`src/hdl/obb_pkg.sv`:
```
`default_nettype none
package obb_pkg;

  // Sine and cosine are Q1.14 values in [-16384, 16384].
  localparam int TRIG_BITS = 16;
  localparam int Q14_ONE = 16384;

  // Rotation core: 16 micro-rotations on a 2^30 scale.
  localparam int CORDIC_STEPS = 16;
  localparam int CORDIC_W = 34;
  localparam int CORDIC_RND_W = CORDIC_W - 16;
  localparam logic signed [CORDIC_W-1:0] CORDIC_GAIN = 34'sd652032874;

  localparam logic [31:0] ATAN_TURN [CORDIC_STEPS] = '{
    32'h20000000, 32'h12E4051E, 32'h09FB385B, 32'h051111D4,
    32'h028B0D43, 32'h0145D7E1, 32'h00A2F61E, 32'h00517C55,
    32'h0028BE53, 32'h00145F2F, 32'h000A2F98, 32'h000517CC,
    32'h00028BE6, 32'h000145F3, 32'h0000A2FA, 32'h0000517D
  };

  // Pipeline depths, in stages.
  localparam int CORDIC_LAT = CORDIC_STEPS + 2;
  localparam int BOX_LAT = CORDIC_LAT + 2;
  localparam int LANE_LAT = 5;
  localparam int PIPE_LAT = BOX_LAT + LANE_LAT + 2;

  localparam int NUM_AXES = 4;

  typedef logic signed [TRIG_BITS-1:0] trig_t;

  typedef struct packed {
    logic w_zero;
    logic h_zero;
  } box_flags_t;

  function automatic trig_t clamp_q14(input logic signed [CORDIC_RND_W-1:0] v);
    trig_t r;
    if (v > CORDIC_RND_W'(Q14_ONE)) begin
      r = TRIG_BITS'(Q14_ONE);
    end else if (v < -CORDIC_RND_W'(Q14_ONE)) begin
      r = -TRIG_BITS'(Q14_ONE);
    end else begin
      r = v[TRIG_BITS-1:0];
    end
    return r;
  endfunction

endpackage
`default_nettype wire

```
`src/hdl/obb_cordic.sv`:
```
`default_nettype none
module obb_cordic import obb_pkg::*; #(
  parameter int ANGLE_BITS = 16
) (
  input  wire logic                  clk,
  input  wire logic                  en,
  input  wire logic [ANGLE_BITS-1:0] angle,
  output trig_t                      cs,
  output trig_t                      sn
);

  logic [31:0] phase;
  logic        flip_in;
  logic signed [CORDIC_W-1:0] xs [0:CORDIC_STEPS];
  logic signed [CORDIC_W-1:0] ys [0:CORDIC_STEPS];
  logic signed [CORDIC_W-1:0] zs [0:CORDIC_STEPS];
  logic flip_d [0:CORDIC_STEPS];
  logic signed [CORDIC_W-1:0] x_rnd;
  logic signed [CORDIC_W-1:0] y_rnd;
  trig_t c_clamp;
  trig_t s_clamp;

  assign phase = {angle, {(32 - ANGLE_BITS){1'b0}}};
  // Second and third quadrants are turned by half a turn and negated at the end.
  assign flip_in = phase[31] ^ phase[30];

  always_ff @(posedge clk) begin
    if (en) begin
      xs[0] <= CORDIC_GAIN;
      ys[0] <= '0;
      zs[0] <= CORDIC_W'(signed'({phase[31] ^ flip_in, phase[30:0]}));
      flip_d[0] <= flip_in;
    end
  end

  for (genvar i = 0; i < CORDIC_STEPS; i++) begin : g_step
    logic signed [CORDIC_W-1:0] dx;
    logic signed [CORDIC_W-1:0] dy;
    logic signed [CORDIC_W-1:0] da;
    assign dx = ys[i] >>> i;
    assign dy = xs[i] >>> i;
    assign da = signed'({2'b00, ATAN_TURN[i]});
    always_ff @(posedge clk) begin
      if (en) begin
        if (!zs[i][CORDIC_W-1]) begin
          xs[i+1] <= xs[i] - dx;
          ys[i+1] <= ys[i] + dy;
          zs[i+1] <= zs[i] - da;
        end else begin
          xs[i+1] <= xs[i] + dx;
          ys[i+1] <= ys[i] - dy;
          zs[i+1] <= zs[i] + da;
        end
        flip_d[i+1] <= flip_d[i];
      end
    end
  end

  assign x_rnd = xs[CORDIC_STEPS] + CORDIC_W'(32768);
  assign y_rnd = ys[CORDIC_STEPS] + CORDIC_W'(32768);
  assign c_clamp = clamp_q14(x_rnd[CORDIC_W-1:16]);
  assign s_clamp = clamp_q14(y_rnd[CORDIC_W-1:16]);

  always_ff @(posedge clk) begin
    if (en) begin
      cs <= flip_d[CORDIC_STEPS] ? -c_clamp : c_clamp;
      sn <= flip_d[CORDIC_STEPS] ? -s_clamp : s_clamp;
    end
  end

endmodule
`default_nettype wire

```
`config.mk`:
```
export PLATFORM = sky130hd
export DESIGN_NAME = obb_cordic
export DESIGN_NICKNAME = d
export VERILOG_FILES = /design/src/hdl/obb_pkg.sv /design/src/hdl/obb_cordic.sv
export SDC_FILE = /design/constraint.sdc
export NUM_CORES = 2
export LEC_CHECK = 0
export BUFFER_PORTS_ARGS = -buffer_cell sky130_fd_sc_hd__buf_2
export CORE_MARGIN = 8
export CORE_UTILIZATION = 40
export DETAILED_ROUTE_END_ITERATION = 16
export PLACE_DENSITY = 0.65
export SYNTH_ARGS = -nofsm -noshare
export SYNTH_HDL_FRONTEND = slang
export SYNTH_SLANG_ARGS = --single-unit
```
`constraint.sdc`:
```
create_clock -name clk -period 5.75 [get_ports clk]
set_input_delay 0.575 -clock clk [delete_from_list [all_inputs] [get_ports clk]]
set_output_delay 0.575 -clock clk [all_outputs]
set_load 0.1 [all_outputs]
```
==> reports/qor.yml <==
status:
  status: "finished clean"
layout:
  final_util_pct: 44.0
  drive_above_1_share_pct: 4.70
  seq_area_um2: 44000
  syn_to_final_growth_pct: 9.52
  multiInputGateArea_um2: 76200
  nets: 14308
  final_cells: 17114
  n_fill_cell: 29479
clock_tree:
  cts_max_level: 4
  cts_made_buffers: 183
  cts_tree: "done"
  cts_buffer_depth: 4
  cts.clk_slew.worst_paths_ps: 60
  clk_latency_ps: 870
  clockRootBuffer: "clkbuf_16"
  cts_setup_buffers: 0
  cts_sinks: 1464
worst_hold_path:
  hold_path.class: "in -> reg"
timing:
  period_minus_slack_ps: 5260
  setup_viol: 0
  finClkSkew_ps: 94.4
  whs_ps: 191
  tns_ps: 0
  maxSlewHeadroom_pct: 23.4
  hold_violations: 0
  fin_crit_sh_pct: 91.4
  tightest_slew_ps: 1150
  fmax_ghz: 0.190
  maxSlewViolCount: 0
  rsz0062_at_grt: "no"
die:
  rows: 203
  dieWidth_um: 570
  io_pins: 50
  die_area_um2: 325000
  die_h_um: 570
  core_area_um2: 306000
  start_util_pct: 40.2
worst_setup_path:
  critPathBufInv: 2
  cp-end-kind: "register"
  start_kind: "register"
  critPathSlowestCell: "or4_1"
  cpPeakStageDelay_ps: 470
  required_ps: 6350
  cp_top_family: "compound AO/OA/AOI/OAI gates"
  cp_max_fo: 4
  crit_type: "reg -> reg"
  critical_path_arrival_ps: 5860
  crit_chain: "inv_1, ha_1, nand2b_1, or4_1, nor2_1, nand2_1, or3_1, nor2b_1, inv_1, o21ai_0, xnor2_1, ha_1, nand2_1, nor2_1, nand2_1, nor2_1, a2111oi_0, o31ai_1, o41ai_2, o2111ai_1, a31o_2, a21oi_1, xnor2_1"
synth:
  synth.distinct_cells: 109
  syn_inst: 12719
  syn_area_um2: 123000
  yosysSeqAreaShare_pct: 35.8
  async_flop_share_pct: 0
  syn_area_per_cell_um2: 9.66
  synth_nets: 14156
  ys_ff_latch: 1464
  synth_edf_count: 1464
  ys.warnings.count: 0
  synth_flop_cell: "edfxtp_1"
place:
  place_inst: 16771
  hpwl_um: 233000
  io_buffers: 49
  gp_congestion: 0.919
grt:
  use_met2_pct: 31.8
  grt_pass1_vias: 89897
  busiest_layer: "met2"
  grt_max_degree: 157
  overflow: 0
  grtUsageTotal_pct: 17.4
  grt_use_met3_pct: 1.66
  antenna_found_initial: 1
  gr-usage-met1_pct: 21.5
  grt_pass1_wl_um: 474000
routing:
  via_count: 93495
  drt_iter0_drc: 5829
  drc: 0
  viasPerCell: 5.46
  dr.pass1.iters: 5
  routedWlPerCell_um: 17.3
  routed_wl_um: 295000
  ant_nets: 0
job:
  cap_viol_max_count: 0
## stage by stage
| step | setup WS (ps) | instance area [um^2] |
|---|---|---|
| 3_3_place_gp | 352 | 128000 |
| 2_1_floorplan | 588 | 123000 |
| 5_1_grt | 12.3 | 135000 |
| 3_5_place_dp | 392 | 128000 |
| 4_1_cts | 396 | 135000 |
| 6_report | 493 | 135000 |
## cells in the mapped netlist (42+ instances only)
| cell | count | area share (%) |
|---|---|---|
| a211oi_1 | 99 | 0.60 |
| a21boi_0 | 42 | 0.26 |
| a21o_1 | 696 | 4.3 |
| a21oi_1 | 1240 | 5.0 |
| a31oi_1 | 128 | 0.65 |
| and2_1 | 77 | 0.39 |
| and3_1 | 128 | 0.65 |
| clkbuf_1 | 178 | 0.54 |
| edfxtp_1 | 1464 | 36 |
| ha_1 | 1379 | 14 |
| inv_1 | 522 | 1.6 |
| mux2_2 | 48 | 0.44 |
| mux2i_1 | 67 | 0.55 |
| nand2_1 | 684 | 2.1 |
| nand2b_1 | 234 | 1.2 |
| nand3_1 | 249 | 1.0 |
| nand4_1 | 88 | 0.45 |
| nor2_1 | 954 | 2.9 |
| nor2b_1 | 167 | 0.85 |
| nor3_1 | 304 | 1.2 |
| nor4_1 | 68 | 0.35 |
| o211ai_1 | 48 | 0.29 |
| o21a_1 | 183 | 1.1 |
| o21ai_0 | 623 | 2.5 |
| o21bai_1 | 161 | 0.98 |
| o31ai_1 | 137 | 0.84 |
| o41ai_1 | 54 | 0.38 |
| or2_2 | 49 | 0.25 |
| or3_1 | 123 | 0.63 |
| xnor2_1 | 1248 | 8.9 |
| xor2_1 | 605 | 4.3 |
## metal layers
layer,up-vias,routed length (um)
met4,0,10300
met5,-,0
met3,497,9720
li1,47630,-
met2,1610,146000
met1,43758,130000
## layout by cell type (no fill, tap or decap), drive strengths merged, types with 41 or more instances in the layout
| cell type | n |
|---|---|
| edfxtp | 1464 |
| ha | 1379 |
| xnor2 | 1248 |
| a21oi | 1241 |
| nor2 | 954 |
| a21o | 696 |
| nand2 | 684 |
| o21ai | 662 |
| xor2 | 605 |
| inv | 536 |
| nor3 | 304 |
| nand3 | 249 |
| nand2b | 234 |
| clkbuf | 208 |
| o21a | 184 |
| nor2b | 168 |
| buf | 166 |
| o21bai | 161 |
| o31ai | 139 |
| and3 | 129 |
| a31oi | 129 |
| or3 | 125 |
| a211oi | 100 |
| nand4 | 88 |
| and2 | 79 |
| clkinv | 73 |
| nor4 | 70 |
| mux2i | 67 |
| o41ai | 57 |
| or2 | 54 |
| a21boi | 51 |
| mux2 | 48 |
| o211ai | 48 |
| or4 | 41 |
## flip-flops by register name (all words and copies together) (netlist names)
signal	count
flip_d	17
xs	469
zs	450
cs	16
ys	496
sn	16
## kinds of logic after synthesis
group	after synthesis	synth area share, %
compound gates	3815	19.8
simple gates	3309	13.2
xor+xnor	1853	13.2
flops	1464	35.8
fa+ha+maj	1419	14.7
buf+inv	744	2.29
mux	115	0.985
## final cells by class
cell class,instances,area share [%]
well taps,4100,3.81
inverters,530,1.48
repair buffers,181,1.00
clock inverters,119,0.978
diodes,1,0.00186
multi-input cells,10511,56.6
flip-flops and latches,1464,32.7
clock buffers,208,3.49
## final timing paths
path	from	to	slack (ps)	cells after the start
worst max-delay path	ys[5][5]	xs[6][32]	490	23
worst min-delay path	en	zs[10][33]	190	1
worst max register to register	ys[5][5]	xs[6][32]	490	23
worst min register to register	flip_d[15]	flip_d[16]	410	0
## repair_timing
action,CTS,global route
hold endpoints to repair,16,0
gates resized for setup,0,1
hold buffers,15,0
setup endpoints to repair,0,1
Power is not shown: default switching activity piles up to over one toggle a cycle in this logic, so the estimate is an artifact.
